--- config.mk ---
export PLATFORM = sky130hd
export DESIGN_NAME = linear_resampler_to_stereo
export DESIGN_NICKNAME = d
export VERILOG_FILES = /design/src/hdl/lrs_pkg.sv /design/src/hdl/linear_resampler_to_stereo.sv /design/src/hdl/lrs_lane.sv /design/src/hdl/lrs_seq.sv /design/src/hdl/lrs_merge.sv
export SDC_FILE = /design/constraint.sdc
export NUM_CORES = 2
export LEC_CHECK = 0
export BUFFER_PORTS_ARGS = -buffer_cell sky130_fd_sc_hd__buf_4
export CAP_MARGIN = 20
export CORE_UTILIZATION = 35
export CTS_CLUSTER_DIAMETER = 100
export DETAILED_ROUTE_END_ITERATION = 7
export HOLD_SLACK_MARGIN = 0.12
export MAX_ROUTING_LAYER = met4
export PLACE_DENSITY = 0.48
export SYNTH_ARGS = -nofsm -noshare
export SYNTH_HDL_FRONTEND = slang
export SYNTH_SLANG_ARGS = --single-unit
--- constraint.sdc ---
create_clock -name clk -period 12.1 [get_ports clk]
set_input_delay 1.21 -clock clk [delete_from_list [all_inputs] [get_ports clk]]
set_output_delay 1.21 -clock clk [all_outputs]
set_load 0.01 [all_outputs]
--- src/hdl/lrs_pkg.sv ---
// Shared constants and types for the linear resampler.
// No dependencies; used by every module of the block.
`timescale 1ns / 1ps

package lrs_pkg;

  localparam int OUTPUT_RATE  = 48000;
  localparam int SAMPLE_WIDTH = 16;
  localparam int RATE_WIDTH   = 18;
  localparam int RATE_MIN     = 8000;
  localparam int MAX_RESULTS  = 12;
  localparam int COUNT_WIDTH  = $clog2(MAX_RESULTS + 1);

  // frame history per lane, power of two
  localparam int HIST_DEPTH = 8;
  localparam int HIST_AW    = $clog2(HIST_DEPTH);

  localparam int PHASE_WIDTH = 21;
  localparam int REM_WIDTH   = $clog2(OUTPUT_RATE);

  localparam int FIFO_DEPTH = 8;
  localparam int FIFO_AW    = $clog2(FIFO_DEPTH);
  localparam int FIFO_CW    = $clog2(FIFO_DEPTH + 1);

  // issue to lane result, in cycles
  localparam int LANE_LATENCY = 4;

  // OUTPUT_RATE = 2^DIV_SHIFT * DIV_ODD; the odd part is done by reciprocal
  localparam int DIV_SHIFT   = 7;
  localparam int DIV_ODD     = 375;
  localparam int RECIP_SHIFT = 34;
  localparam int RECIP_WIDTH = 26;
  localparam logic [RECIP_WIDTH-1:0] RECIP = 26'd45812985;  // ceil(2^34 / 375)

  typedef logic signed [SAMPLE_WIDTH-1:0] sample_t;
  typedef logic [HIST_AW-1:0]             hist_addr_t;
  typedef logic signed [PHASE_WIDTH-1:0]  phase_t;
  typedef logic [REM_WIDTH-1:0]           rem_t;
  typedef logic [RATE_WIDTH-1:0]          rate_t;

  typedef enum logic [0:0] {
    REG_INPUT_RATE = 1'b0,
    REG_MONO_INPUT = 1'b1
  } reg_index_t;

  // one interpolation request from the sequencer to the lanes and merge stage
  typedef struct packed {
    logic       valid;
    hist_addr_t addr0;
    hist_addr_t addr1;
    rem_t       rem;
    logic       last_of_run;
    logic       buffer_end;
  } issue_t;

endpackage

--- src/hdl/linear_resampler_to_stereo.sv ---
// linear_resampler_to_stereo: top level; uses lrs_pkg, lrs_seq, lrs_lane, lrs_merge.
// The first result of a frame passes the sequencer, the lane stages and the merge queue.
// Throughput: a new frame is taken only once the results of the last one are issued;
// the sequencer issues one interpolation per cycle, limited by the 8-entry output queue.
// Reset (rst, synchronous): queue and phase cleared, input_rate = 48000, stereo mode.
`timescale 1ns / 1ps

module linear_resampler_to_stereo (
  input  logic                   clk,
  input  logic                   rst,
  // register write port
  input  logic                   wr_en,
  input  logic [0:0]             wr_index,
  input  lrs_pkg::rate_t         wr_data,
  // input frames
  input  logic                   in_valid,
  output logic                   in_stall,
  input  lrs_pkg::sample_t       left_sample,
  input  lrs_pkg::sample_t       right_sample,
  input  logic                   last_of_buffer,
  // output frames at 48 kHz
  output logic                   out_valid,
  input  logic                   out_stall,
  output lrs_pkg::sample_t       out_left,
  output lrs_pkg::sample_t       out_right,
  output logic                   last_of_run,
  output logic                   buffer_end
);

  // Configuration. The user must make writes only while the block is idle; the
  // block does not enforce it. The sequencer samples the rate once per frame transfer.
  lrs_pkg::rate_t   input_rate;
  logic             mono_input;

  // Sequencer to lanes: history write and the per-result request.
  logic                hist_wr_en;
  lrs_pkg::hist_addr_t hist_wr_addr;
  lrs_pkg::issue_t     issue;
  logic                credit;

  // Lane results, registered in the last lane stage.
  lrs_pkg::sample_t left_res, right_res;
  lrs_pkg::sample_t right_in;

  always_ff @(posedge clk) begin
    if (rst) begin
      input_rate <= lrs_pkg::RATE_WIDTH'(lrs_pkg::OUTPUT_RATE);
      mono_input <= 1'b0;
    end else if (wr_en) begin
      case (lrs_pkg::reg_index_t'(wr_index))
        lrs_pkg::REG_INPUT_RATE: input_rate <= wr_data;
        lrs_pkg::REG_MONO_INPUT: mono_input <= wr_data[0];
        default: ;
      endcase
    end
  end

  // Mono: left sample feeds both lanes, right input is ignored.
  assign right_in = mono_input ? left_sample : right_sample;

  // Phase tracking. Each frame but the first of a buffer moves the phase back by
  // 48000; each result moves it forward by the clamped input rate. Results of a
  // frame are issued back to back, one per cycle, while queue slots are free.
  lrs_seq u_seq (
    .clk            (clk),
    .rst            (rst),
    .in_valid       (in_valid),
    .in_stall       (in_stall),
    .last_of_buffer (last_of_buffer),
    .input_rate     (input_rate),
    .credit         (credit),
    .wr_en          (hist_wr_en),
    .wr_addr        (hist_wr_addr),
    .issue          (issue)
  );

  // Two identical lanes, one per output channel. Each holds the last eight
  // frames of its channel in a circular buffer and runs the interpolation:
  // read, slope multiply, reciprocal divide by 48000, truncate and clamp.
  lrs_lane u_lane_left (
    .clk       (clk),
    .wr_en     (hist_wr_en),
    .wr_addr   (hist_wr_addr),
    .wr_sample (left_sample),
    .issue     (issue),
    .result    (left_res)
  );

  lrs_lane u_lane_right (
    .clk       (clk),
    .wr_en     (hist_wr_en),
    .wr_addr   (hist_wr_addr),
    .wr_sample (right_in),
    .issue     (issue),
    .result    (right_res)
  );

  // Merge: pairs the lane outputs with their run and buffer flags and
  // queues them for the output channel; a stalled output never blocks
  // frame intake until the queue is spoken for.
  lrs_merge u_merge (
    .clk         (clk),
    .rst         (rst),
    .issue       (issue),
    .left_res    (left_res),
    .right_res   (right_res),
    .credit      (credit),
    .out_valid   (out_valid),
    .out_stall   (out_stall),
    .out_left    (out_left),
    .out_right   (out_right),
    .last_of_run (last_of_run),
    .buffer_end  (buffer_end)
  );

endmodule

--- src/hdl/lrs_lane.sv ---
// One channel lane: frame history memory and four-stage interpolator.
// Depends on lrs_pkg.
`timescale 1ns / 1ps

module lrs_lane (
  input  logic             clk,
  input  logic             wr_en,
  input  lrs_pkg::hist_addr_t wr_addr,
  input  lrs_pkg::sample_t wr_sample,
  input  lrs_pkg::issue_t  issue,
  output lrs_pkg::sample_t result
);

  localparam int DIFF_W = lrs_pkg::SAMPLE_WIDTH + 1;
  localparam int PROD_W = DIFF_W + lrs_pkg::REM_WIDTH + 1;
  localparam int MAG_W  = lrs_pkg::SAMPLE_WIDTH + lrs_pkg::REM_WIDTH;
  localparam int A_W    = MAG_W - lrs_pkg::DIV_SHIFT;
  localparam int QP_W   = A_W + lrs_pkg::RECIP_WIDTH;
  localparam int Q_W    = QP_W - lrs_pkg::RECIP_SHIFT;
  localparam int ODD_W  = $clog2(lrs_pkg::DIV_ODD + 1);
  localparam int BACK_W = Q_W + ODD_W;
  localparam int SUM_W  = lrs_pkg::SAMPLE_WIDTH + 2;
  localparam logic signed [SUM_W-1:0] SAT_HI = SUM_W'(2 ** (lrs_pkg::SAMPLE_WIDTH - 1) - 1);
  localparam logic signed [SUM_W-1:0] SAT_LO = ~SAT_HI;

  lrs_pkg::sample_t hist [lrs_pkg::HIST_DEPTH];

  // stage 1: history read
  lrs_pkg::sample_t s0_a, s1_a;
  lrs_pkg::rem_t    rem_a;
  // stage 2: slope times remainder
  lrs_pkg::sample_t          s0_b;
  logic signed [PROD_W-1:0]  prod_b;
  // stage 3: reciprocal multiply on the magnitude
  lrs_pkg::sample_t  s0_c;
  logic [QP_W-1:0]   recip_c;
  logic [A_W-1:0]    a_c;
  logic              low_nz_c;
  logic              neg_c;

  logic signed [DIFF_W-1:0]          diff_a;
  logic signed [lrs_pkg::REM_WIDTH:0] rem_s;
  logic [PROD_W-1:0]                 mag_full;
  logic [MAG_W-1:0]                  mag_b;
  logic [Q_W-1:0]                    q_c;
  logic [BACK_W-1:0]                 back_c;
  logic                              inexact;
  logic signed [SUM_W-1:0]           quo_s, floor_s, sum_s, res_s;
  lrs_pkg::sample_t                  sat_s;

  always_comb begin
    diff_a = DIFF_W'(s1_a) - DIFF_W'(s0_a);
    rem_s  = {1'b0, rem_a};
  end

  always_comb begin
    mag_full = prod_b[PROD_W-1] ? PROD_W'(-prod_b) : PROD_W'(prod_b);
    mag_b    = mag_full[MAG_W-1:0];
  end

  // floor(p / 48000) from the quotient of |p|, then truncate toward zero
  always_comb begin
    q_c     = recip_c[QP_W-1:lrs_pkg::RECIP_SHIFT];
    back_c  = BACK_W'(q_c) * BACK_W'(lrs_pkg::DIV_ODD);
    inexact = low_nz_c | (back_c != BACK_W'(a_c));
    quo_s   = SUM_W'(q_c);
    floor_s = neg_c ? -(quo_s + SUM_W'(inexact)) : quo_s;
    sum_s   = SUM_W'(s0_c) + floor_s;
    res_s   = sum_s[SUM_W-1] ? sum_s + SUM_W'(inexact) : sum_s;
    if (res_s > SAT_HI) begin
      sat_s = SAT_HI[lrs_pkg::SAMPLE_WIDTH-1:0];
    end else if (res_s < SAT_LO) begin
      sat_s = SAT_LO[lrs_pkg::SAMPLE_WIDTH-1:0];
    end else begin
      sat_s = res_s[lrs_pkg::SAMPLE_WIDTH-1:0];
    end
  end

  always_ff @(posedge clk) begin
    if (wr_en) begin
      hist[wr_addr] <= wr_sample;
    end
    s0_a     <= hist[issue.addr0];
    s1_a     <= hist[issue.addr1];
    rem_a    <= issue.rem;
    s0_b     <= s0_a;
    prod_b   <= PROD_W'(diff_a * rem_s);
    s0_c     <= s0_b;
    neg_c    <= prod_b[PROD_W-1];
    a_c      <= mag_b[MAG_W-1:lrs_pkg::DIV_SHIFT];
    low_nz_c <= |mag_b[lrs_pkg::DIV_SHIFT-1:0];
    recip_c  <= QP_W'(mag_b[MAG_W-1:lrs_pkg::DIV_SHIFT]) * QP_W'(lrs_pkg::RECIP);
    result   <= sat_s;
  end

endmodule

--- src/hdl/lrs_seq.sv ---
// Phase sequencer: takes frames, tracks output phase, issues interpolations.
// Depends on lrs_pkg.
`timescale 1ns / 1ps

module lrs_seq (
  input  logic                clk,
  input  logic                rst,
  input  logic                in_valid,
  output logic                in_stall,
  input  logic                last_of_buffer,
  input  lrs_pkg::rate_t      input_rate,
  input  logic                credit,
  output logic                wr_en,
  output lrs_pkg::hist_addr_t wr_addr,
  output lrs_pkg::issue_t     issue
);

  typedef enum logic [0:0] {S_IDLE, S_RUN} state_t;

  localparam lrs_pkg::phase_t LIMIT = lrs_pkg::phase_t'(lrs_pkg::OUTPUT_RATE);
  localparam logic [lrs_pkg::COUNT_WIDTH-1:0] MAX_CNT =
    lrs_pkg::COUNT_WIDTH'(lrs_pkg::MAX_RESULTS);
  localparam logic [lrs_pkg::HIST_AW:0] O_MAX = (lrs_pkg::HIST_AW + 1)'(lrs_pkg::HIST_DEPTH - 1);

  state_t                           state;
  lrs_pkg::phase_t                  phase;
  logic                             have_prev;
  lrs_pkg::hist_addr_t              wp;
  logic [lrs_pkg::COUNT_WIDTH-1:0]  count;
  logic                             last_q;
  lrs_pkg::rate_t                   rate_q;

  lrs_pkg::rate_t                   rate_eff;
  lrs_pkg::phase_t                  rate_p, step1, step2, rem_wide;
  logic [lrs_pkg::COUNT_WIDTH-1:0]  count_p1;
  logic                             more_now, more_next, accept;
  logic [lrs_pkg::HIST_AW:0]        o_full;
  lrs_pkg::hist_addr_t              o0, o1;

  assign in_stall = (state != S_IDLE);
  assign accept   = in_valid && (state == S_IDLE);
  assign wr_en    = accept;
  assign wr_addr  = wp + 1'b1;

  always_comb begin
    if (input_rate == '0) begin
      rate_eff = lrs_pkg::RATE_WIDTH'(lrs_pkg::OUTPUT_RATE);
    end else if (input_rate < lrs_pkg::RATE_WIDTH'(lrs_pkg::RATE_MIN)) begin
      rate_eff = lrs_pkg::RATE_WIDTH'(lrs_pkg::RATE_MIN);
    end else begin
      rate_eff = input_rate;
    end
  end

  always_comb begin
    rate_p    = lrs_pkg::phase_t'(rate_q);
    step1     = phase + rate_p;
    step2     = step1 + rate_p;
    count_p1  = count + 1'b1;
    more_now  = (count < MAX_CNT) && (step1 <= LIMIT) && (last_q || phase < 0);
    more_next = (count_p1 < MAX_CNT) && (step2 <= LIMIT) && (last_q || step1 < 0);
  end

  // frames back from the newest: ceil(-phase / 48000) by threshold compares
  always_comb begin
    o_full = '0;
    for (int k = 0; k < lrs_pkg::HIST_DEPTH; k++) begin
      if (int'(phase) < -(k * lrs_pkg::OUTPUT_RATE)) begin
        o_full = o_full + 1'b1;
      end
    end
    o0       = (o_full > O_MAX) ? O_MAX[lrs_pkg::HIST_AW-1:0] : o_full[lrs_pkg::HIST_AW-1:0];
    o1       = (o0 != '0) ? o0 - 1'b1 : '0;
    rem_wide = phase + lrs_pkg::phase_t'(o_full) * lrs_pkg::phase_t'(lrs_pkg::OUTPUT_RATE);
  end

  always_comb begin
    issue.valid       = (state == S_RUN) && more_now && credit;
    issue.addr0       = wp - o0;
    issue.addr1       = wp - o1;
    issue.rem         = rem_wide[lrs_pkg::REM_WIDTH-1:0];
    issue.last_of_run = !more_next;
    issue.buffer_end  = !more_next && last_q;
  end

  always_ff @(posedge clk) begin
    if (rst) begin
      state     <= S_IDLE;
      phase     <= '0;
      have_prev <= 1'b0;
      wp        <= '0;
      count     <= '0;
      last_q    <= 1'b0;
      rate_q    <= lrs_pkg::RATE_WIDTH'(lrs_pkg::OUTPUT_RATE);
    end else begin
      case (state)
        S_IDLE: begin
          if (accept) begin
            last_q    <= last_of_buffer;
            rate_q    <= rate_eff;
            count     <= '0;
            phase     <= have_prev ? phase - LIMIT : '0;
            wp        <= wp + 1'b1;
            have_prev <= 1'b1;
            state     <= S_RUN;
          end
        end
        S_RUN: begin
          if (more_now) begin
            if (credit) begin
              count <= count_p1;
              phase <= step1;
              if (!more_next) begin
                state <= S_IDLE;
                if (last_q) begin
                  phase     <= '0;
                  have_prev <= 1'b0;
                end
              end
            end
          end else begin
            state <= S_IDLE;
            if (last_q) begin
              phase     <= '0;
              have_prev <= 1'b0;
            end
          end
        end
        default: begin
          state <= S_IDLE;
        end
      endcase
    end
  end

endmodule

--- src/hdl/lrs_merge.sv ---
// Merge stage: aligns both lane results with their flags, queues them, and
// drives the output channel. Depends on lrs_pkg.
`timescale 1ns / 1ps

module lrs_merge (
  input  logic             clk,
  input  logic             rst,
  input  lrs_pkg::issue_t  issue,
  input  lrs_pkg::sample_t left_res,
  input  lrs_pkg::sample_t right_res,
  output logic             credit,
  output logic             out_valid,
  input  logic             out_stall,
  output lrs_pkg::sample_t out_left,
  output lrs_pkg::sample_t out_right,
  output logic             last_of_run,
  output logic             buffer_end
);

  typedef struct packed {
    lrs_pkg::sample_t left;
    lrs_pkg::sample_t right;
    logic             last_of_run;
    logic             buffer_end;
  } entry_t;

  logic [lrs_pkg::LANE_LATENCY-1:0] pipe_valid, pipe_lor, pipe_be;
  entry_t                           fifo [lrs_pkg::FIFO_DEPTH];
  logic [lrs_pkg::FIFO_AW-1:0]      wr_ptr, rd_ptr;
  logic [lrs_pkg::FIFO_CW-1:0]      count, reserved;
  logic                             push, pop;
  entry_t                           head;

  localparam logic [lrs_pkg::FIFO_AW-1:0] PTR_LAST = lrs_pkg::FIFO_AW'(lrs_pkg::FIFO_DEPTH - 1);

  assign push      = pipe_valid[lrs_pkg::LANE_LATENCY-1];
  assign out_valid = (count != '0);
  assign pop       = out_valid && !out_stall;
  // slots are reserved at issue so the queue never overflows
  assign credit    = (reserved < lrs_pkg::FIFO_CW'(lrs_pkg::FIFO_DEPTH));

  assign head        = fifo[rd_ptr];
  assign out_left    = head.left;
  assign out_right   = head.right;
  assign last_of_run = head.last_of_run;
  assign buffer_end  = head.buffer_end;

  always_ff @(posedge clk) begin
    pipe_lor <= {pipe_lor[lrs_pkg::LANE_LATENCY-2:0], issue.last_of_run};
    pipe_be  <= {pipe_be[lrs_pkg::LANE_LATENCY-2:0], issue.buffer_end};
    if (push) begin
      fifo[wr_ptr] <= '{left:        left_res,
                        right:       right_res,
                        last_of_run: pipe_lor[lrs_pkg::LANE_LATENCY-1],
                        buffer_end:  pipe_be[lrs_pkg::LANE_LATENCY-1]};
    end
  end

  always_ff @(posedge clk) begin
    if (rst) begin
      pipe_valid <= '0;
      wr_ptr     <= '0;
      rd_ptr     <= '0;
      count      <= '0;
      reserved   <= '0;
    end else begin
      pipe_valid <= {pipe_valid[lrs_pkg::LANE_LATENCY-2:0], issue.valid};
      if (push) begin
        wr_ptr <= (wr_ptr == PTR_LAST) ? '0 : wr_ptr + 1'b1;
      end
      if (pop) begin
        rd_ptr <= (rd_ptr == PTR_LAST) ? '0 : rd_ptr + 1'b1;
      end
      count    <= count + lrs_pkg::FIFO_CW'(push) - lrs_pkg::FIFO_CW'(pop);
      reserved <= reserved + lrs_pkg::FIFO_CW'(issue.valid) - lrs_pkg::FIFO_CW'(pop);
    end
  end

endmodule

Word-level counts from Yosys, hierarchy flattened
Memories as Yosys holds them, arrays and structs flattened. A register that Yosys moved wholly into a read port is not among the register bits.
Cells that the tools add are included.
- register bits: 430
- output and inout port bits: 36
- memory bits (writable): 528
- memories: 3
- logic and storage cells: 186
- input port bits: 57
- magnitude comparators: 20
- bitwise operators: 4
- multiply operators: 7
- reductions and logical operators: 24
- eq/ne operators: 10
- add/sub/neg operators: 34
- muxes and demuxes: 51
- memory list (name ; words ; bits a word ; read ports ; clocked after memory_dff ; wr ports ; RTL line ; text):
    u_merge.fifo ; 8 ; 34 ; 1 ; 1 ; 1 ; lrs_merge.sv:28 ; entry_t fifo [lrs_pkg::FIFO_DEPTH];
    u_lane_left.hist ; 8 ; 16 ; 2 ; 2 ; 1 ; lrs_lane.sv:26 ; lrs_pkg::sample_t hist [lrs_pkg::HIST_DEPTH];
    u_lane_right.hist ; 8 ; 16 ; 2 ; 2 ; 1 ; lrs_lane.sv:26 ;
- operators with widths (kind ; number):
    $mux 21 ; 7
    $mux 18 ; 6
    $mul 25x26->51 const B ; 2
    $mul 17x17->34 ; 2
    $mux 32 ; 2
    $neg 32->32 ; 2
    $lt 21x19->1 const B ; 3
    $mul 17x9->26 const B ; 2
    $ne 26x25->1 ; 2
    $mux 16 ; 3
    $add 21x19->21 ; 2
    $le 21x17->1 const B ; 2
    $lt 21x1->1 const B ; 2
    $lt 21x20->1 const B ; 2
    $pmux 21 s2 ; 1
    $mux 4 ; 10
    $add 16x18->18 ; 2
    $add 17x1->18 ; 2
    $add 18x1->18 ; 2
    $gt 18x16->1 const B ; 2
    $lt 18x16->1 const B ; 2
    $neg 18->18 ; 2
    $sub 16x16->17 ; 2
    $add 4x1->4 const B ; 7
    other kinds (34) ; 79

Longest topological paths before layout
- depth after elaboration: 21
- mapped depth: 47
- gate-level depth less buffers: 46

By module
Synthesis repeated with hierarchy kept, for this count alone.
- cell total of the unflattened synthesis: 8487
- area total of the unflattened synthesis: 93833.7 um^2
- modules (own cells, without submodules) (module ; cells each ; seq. area each (um^2) ; times used ; area each (um^2)):
    lrs_lane (u_lane_left) ; 3557 ; 7307.0 ; 1 ; 37552.3
    lrs_lane (u_lane_right) ; 3483 ; 7307.0 ; 1 ; 37245.7
    lrs_merge ; 516 ; 8748.4 ; 1 ; 11503.5
    lrs_seq ; 828 ; 980.9 ; 1 ; 6431.2
    linear_resampler_to_stereo ; 103 ; 380.4 ; 1 ; 1101.1

Worst setup path before layout
Ideal clock, no wire load.
- kind: reg-to-reg
- start: reg u_lane_right.prod_b[3]
- end: reg u_lane_right.recip_c[50]
- data arrival time: 10194 ps
- required time: 11980 ps
- slack: 1786 ps
- stages on the path, launching flop included: 37
- period minus slack after synthesis: 10314 ps
- buffers on the path: 0
- library setup time: 120 ps
- path through: dfxtp_1 nor4_4 nand3b_2 or4_1 or3_1 or4_1 or3_1 or3_1 or3_1 or3_1 and2_1 xor2_1 inv_1 fa_1 inv_1 fa_1 inv_1 fa_1 inv_1 fa_1 fa_1 fa_1 inv_1 fa_1 ha_1 nand3_1 or2_2 nor2_1 and3_1 nand2_1 nor4_1 o2111ai_1 a21boi_0 a21o_1 a21oi_1 a211o_1 xnor2_1
- word-level cells in the longest chain between the ends: 3
- RTL lines (item ; RTL line ; text):
    start, declared ; lrs_lane.sv:33 ; logic signed [PROD_W-1:0] prod_b;
    start signal, assigned ; lrs_lane.sv:87 ; prod_b <= PROD_W'(diff_a * rem_s);
    $neg 32->32 ; lrs_lane.sv:57 ; mag_full = prod_b[PROD_W-1] ? PROD_W'(-prod_b) : PROD_W'(prod_b);
    $mux 32 ; lrs_lane.sv:57 ;
    named net u_lane_right.mag_full[30] ; lrs_lane.sv:43 ; logic [PROD_W-1:0] mag_full;
    $mul 25x26->51 ; lrs_lane.sv:92 ; recip_c <= QP_W'(mag_b[MAG_W-1:lrs_pkg::DIV_SHIFT]) * QP_W'(lrs_pkg::RECIP);
    end signal, assigned ; lrs_lane.sv:92 ;
    end, declared ; lrs_lane.sv:36 ; logic [QP_W-1:0] recip_c;
The timed path passes the listed nets, and every way through them passes these cells.
A chain may end at the register's enable or synchronous reset.

Worst setup path in the final report
- start: reg u_lane_right.recip_c[37]
- end: reg u_lane_right.result[1]
- word-level cells in the longest chain between the ends: 11
- elaborated cells on any way between the ends: 12
- those cells by class: add/sub: 4; mul: 1; order compare: 2; eq/ne: 1; mux: 3; bitwise: 1
- RTL lines (item ; RTL line ; text):
    $mul 17x9->26 ; lrs_lane.sv:64 ; back_c = BACK_W'(q_c) * BACK_W'(lrs_pkg::DIV_ODD);
    $ne 26x25->1 ; lrs_lane.sv:65 ; inexact = low_nz_c | (back_c != BACK_W'(a_c));
    $or 1x1->1 ; lrs_lane.sv:65 ;
    $add 17x1->18 ; lrs_lane.sv:67 ; floor_s = neg_c ? -(quo_s + SUM_W'(inexact)) : quo_s;
    $neg 18->18 ; lrs_lane.sv:67 ;
    $mux 18 ; lrs_lane.sv:67 ;
    $add 16x18->18 ; lrs_lane.sv:68 ; sum_s = SUM_W'(s0_c) + floor_s;
    $add 18x1->18 ; lrs_lane.sv:69 ; res_s = sum_s[SUM_W-1] ? sum_s + SUM_W'(inexact) : sum_s;
    $mux 18 * ; lrs_lane.sv:69 ;
    $lt 18x16->1 ; lrs_lane.sv:72 ; end else if (res_s < SAT_LO) begin
    $mux 16 ; lrs_lane.sv:72 ;
    end signal, assigned ; lrs_lane.sv:93 ; result <= sat_s;
    end, declared ; lrs_lane.sv:11 ; output lrs_pkg::sample_t result
Every way passes the cells marked *; elsewhere a longest branch is shown, timed or not.

==> flow_summary.ini <==
[outcome]
outcome = complete, but fails checks
violations = DRC

[drt]
antenna_left = 0
routed_wirelength_um = 242000
drc_errors = 14
drt_iter0_markers = 3342
vias_per_cell = 4.91
vias = 60602
wl_per_cell_um = 19.6
drt_first_pass_iters = 8

[critical_path]
end_kind = flip-flop
rr_endpoint = u_lane_right.result[1]
crit_path_max_incr_delay_ps = 830
crit_type = flip-flop to flip-flop
critPathLaunch = u_lane_right.recip_c[37]
arrival_ps = 11810
ff2ff_setup_slack_ps = 920
endpoint = u_lane_right.result[1]
critPathLaunchType = flip-flop
cp_max_fo = 15
worstPathRequired_ps = 12740
timing.rr.start = u_lane_right.recip_c[37]
timing.critical_path.mode_cell = ha_1
slowest_stage = a2111oi_0
rr_worst_depth = 44

[cells_and_area]
layout-area-overhead-vs-synth_pct = 10.0
multi_input_area_sq_um = 61800
final_cell_mix = inv_1, fa_1, ha_1, nand2_1, edfxtp_1
finalNetCount = 11012
final_common_cell = inv_1
drive_gt1_share_pct = 9.49
seq_area_sq_um = 24400
fill_cells = 25886

[timing]
tightestPinTransition_ps = 1100
grt_setup_unrepaired = no
layout_min_cycle_time_ps = 11180
hold_slack_ps = 324
fin_crit_sh_pct = 92.4
finClkSkew_ps = 69.9
finalHoldViolations = 0
slew_headroom_pct = 26.3
setup_viol = 0
slew_violations = 0
fin_tns_setup_ps = 0
max_freq_mhz = 89.5

[cts]
numCtsBuffers = 109
post_cts_buffers = 0
cts.sinks = 955
clk_pin_slew_ps = 60
cts_buffer_depth = 3
htreeDepth = 3
root_buffer = clkbuf_16
cts_tree = done
insertion_delay_ps = 790

[synth]
synth_edf_count = 528
seq_area_frac_synth_pct = 26.1
synth.area.top_cells = fa_1, edfxtp_1, ha_1
avgSynthCellArea_sq_um = 10.9
synth_area_sq_um = 93500
ys.flop_type = edfxtp_1
yosys.area.top_type = fa_1
yosysTopAreaCellShare_pct = 26.2
synth_cells = 8594
syn-num-nets = 10912
ys_warn_count = 0
synth-async-reset-ratio_pct = 0
yosysUniqueCellTypes = 87
ys_ff_latch = 955

[floorplan]
io_pins = 93
rows = 189
initial_utilization_pct = 35.2
core_sq_um = 265000
die-height_um = 519
die_w_um = 519
die_area_sq_um = 269000

[place]
portBuffers = 92
dpl.hpwl_um = 188000
gp_congestion = 0.886

[hold_path]
hp-class = flip-flop to flip-flop

[global_routing]
grt_usage_pct = 18.9
grt-ovfl-total = 0
antenna_found_initial = 19
grt_pass1_vias = 65519
grt_max_degree = 65
grt_pass1_wl_um = 385000

[job]
maxCapViolations = 0
## final cells by class
cell class	instances	area share, %
antenna	8	0.0195
clock buffer	144	2.91
clock inverter	63	0.790
inverter	1796	6.55
multi-input combinational	5604	60.0
sequential	955	23.7
tap	3533	4.30
timing repair buffer	228	1.70
## routing by layer
| layer | GRT usage, % | up-vias | share of wire (%) |
|---|---|---|---|
| met1 | 26.2 | 30947 | 48 |
| met5 | - | - | 0 |
| met2 | 30.3 | 976 | 46 |
| li1 | - | 28450 | - |
| met4 | 3.26 | 0 | 1.6 |
| met3 | 2.09 | 229 | 3.8 |
## state kept, by name, summed over array words and instances (netlist names), 18 cells and up, named ones only
signal                count
u_lane_left.a_c          22
u_seq.phase              21
u_lane_right.prod_b      33
input_rate               18
u_lane_right.a_c         22
u_merge.fifo            272
u_seq.rate_q             18
u_lane_left.hist        128
u_lane_right.hist       128
u_lane_left.prod_b       33
u_lane_left.recip_c      20
u_lane_right.recip_c     20
## per-stage QoR
step                instance area, sq um  cells  util (%)  setup slack (ps)
floorplan                          93500   8594         -              1790
global placement                   99000  12110      37.3               537
detailed placement                 99000  12113      37.3               611
CTS                               103000  12320      38.8               537
global route                      103000  12327      38.8              90.9
finish                            103000  12331      38.8               924
## logic make-up (layout without fill, tap and decap cells)
| logic type | Yosys count | count (layout) | synth area share, % |
|---|---|---|---|
| fa+ha+maj | 2261 | 2261 | 40.1 |
| buf+inv | 2035 | 2231 | 8.17 |
| simple gates | 1580 | 1580 | 8.25 |
| compound gates | 1009 | 1009 | 7.06 |
| flops | 955 | 955 | 26.1 |
| xor+xnor | 388 | 388 | 3.65 |
| mux | 366 | 366 | 6.71 |
| other cells | 0 | 8 | 0 |
## worst min path at each step
stage	endpoint	start	cells after the start	slack, ps
floorplan	u_lane_left.s0_c[0]	u_lane_left.s0_b[0]	0	310
global placement	u_lane_left.s0_c[14]	u_lane_left.s0_b[14]	0	310
detailed placement	u_merge.pipe_be[3]	u_merge.pipe_be[2]	0	310
CTS	u_lane_left.s0_c[10]	u_lane_left.s0_b[10]	0	330
global route	u_lane_right.s0_c[4]	u_lane_right.s0_b[4]	0	330
finish	u_lane_left.s0_c[8]	u_lane_left.s0_b[8]	0	320
## worst max-delay path: cells and delay by family (launching register included)
| family | cells | cell delay [ps] |
|---|---|---|
| AO/OA/AOI/OAI | 15 | 3740 |
| XOR/XNOR | 1 | 160 |
| adder cells (fa/ha/maj) | 9 | 3040 |
| buffers and inverters | 6 | 670 |
| flip-flops | 1 | 550 |
| AND/OR/NAND/NOR | 13 | 2910 |
## what timing repair did
item	in CTS	in global routing
gates resized for setup	0	1
hold buffers	0	0
setup endpoints to repair	0	15
## Yosys cell counts (all sizes together) (100+ instances only)
cell / instances
a21o: 117
a21oi: 271
and2: 214
clkbuf: 212
dfxtp: 427
edfxtp: 528
fa: 1222
ha: 1039
inv: 1794
mux2: 119
mux4: 197
nand2: 577
nand3: 112
nor2: 244
nor3: 100
o21ai: 230
xnor2: 288
xor2: 100
Power is not shown: default switching activity piles up to over one toggle a cycle in this logic, so the estimate is an artifact.
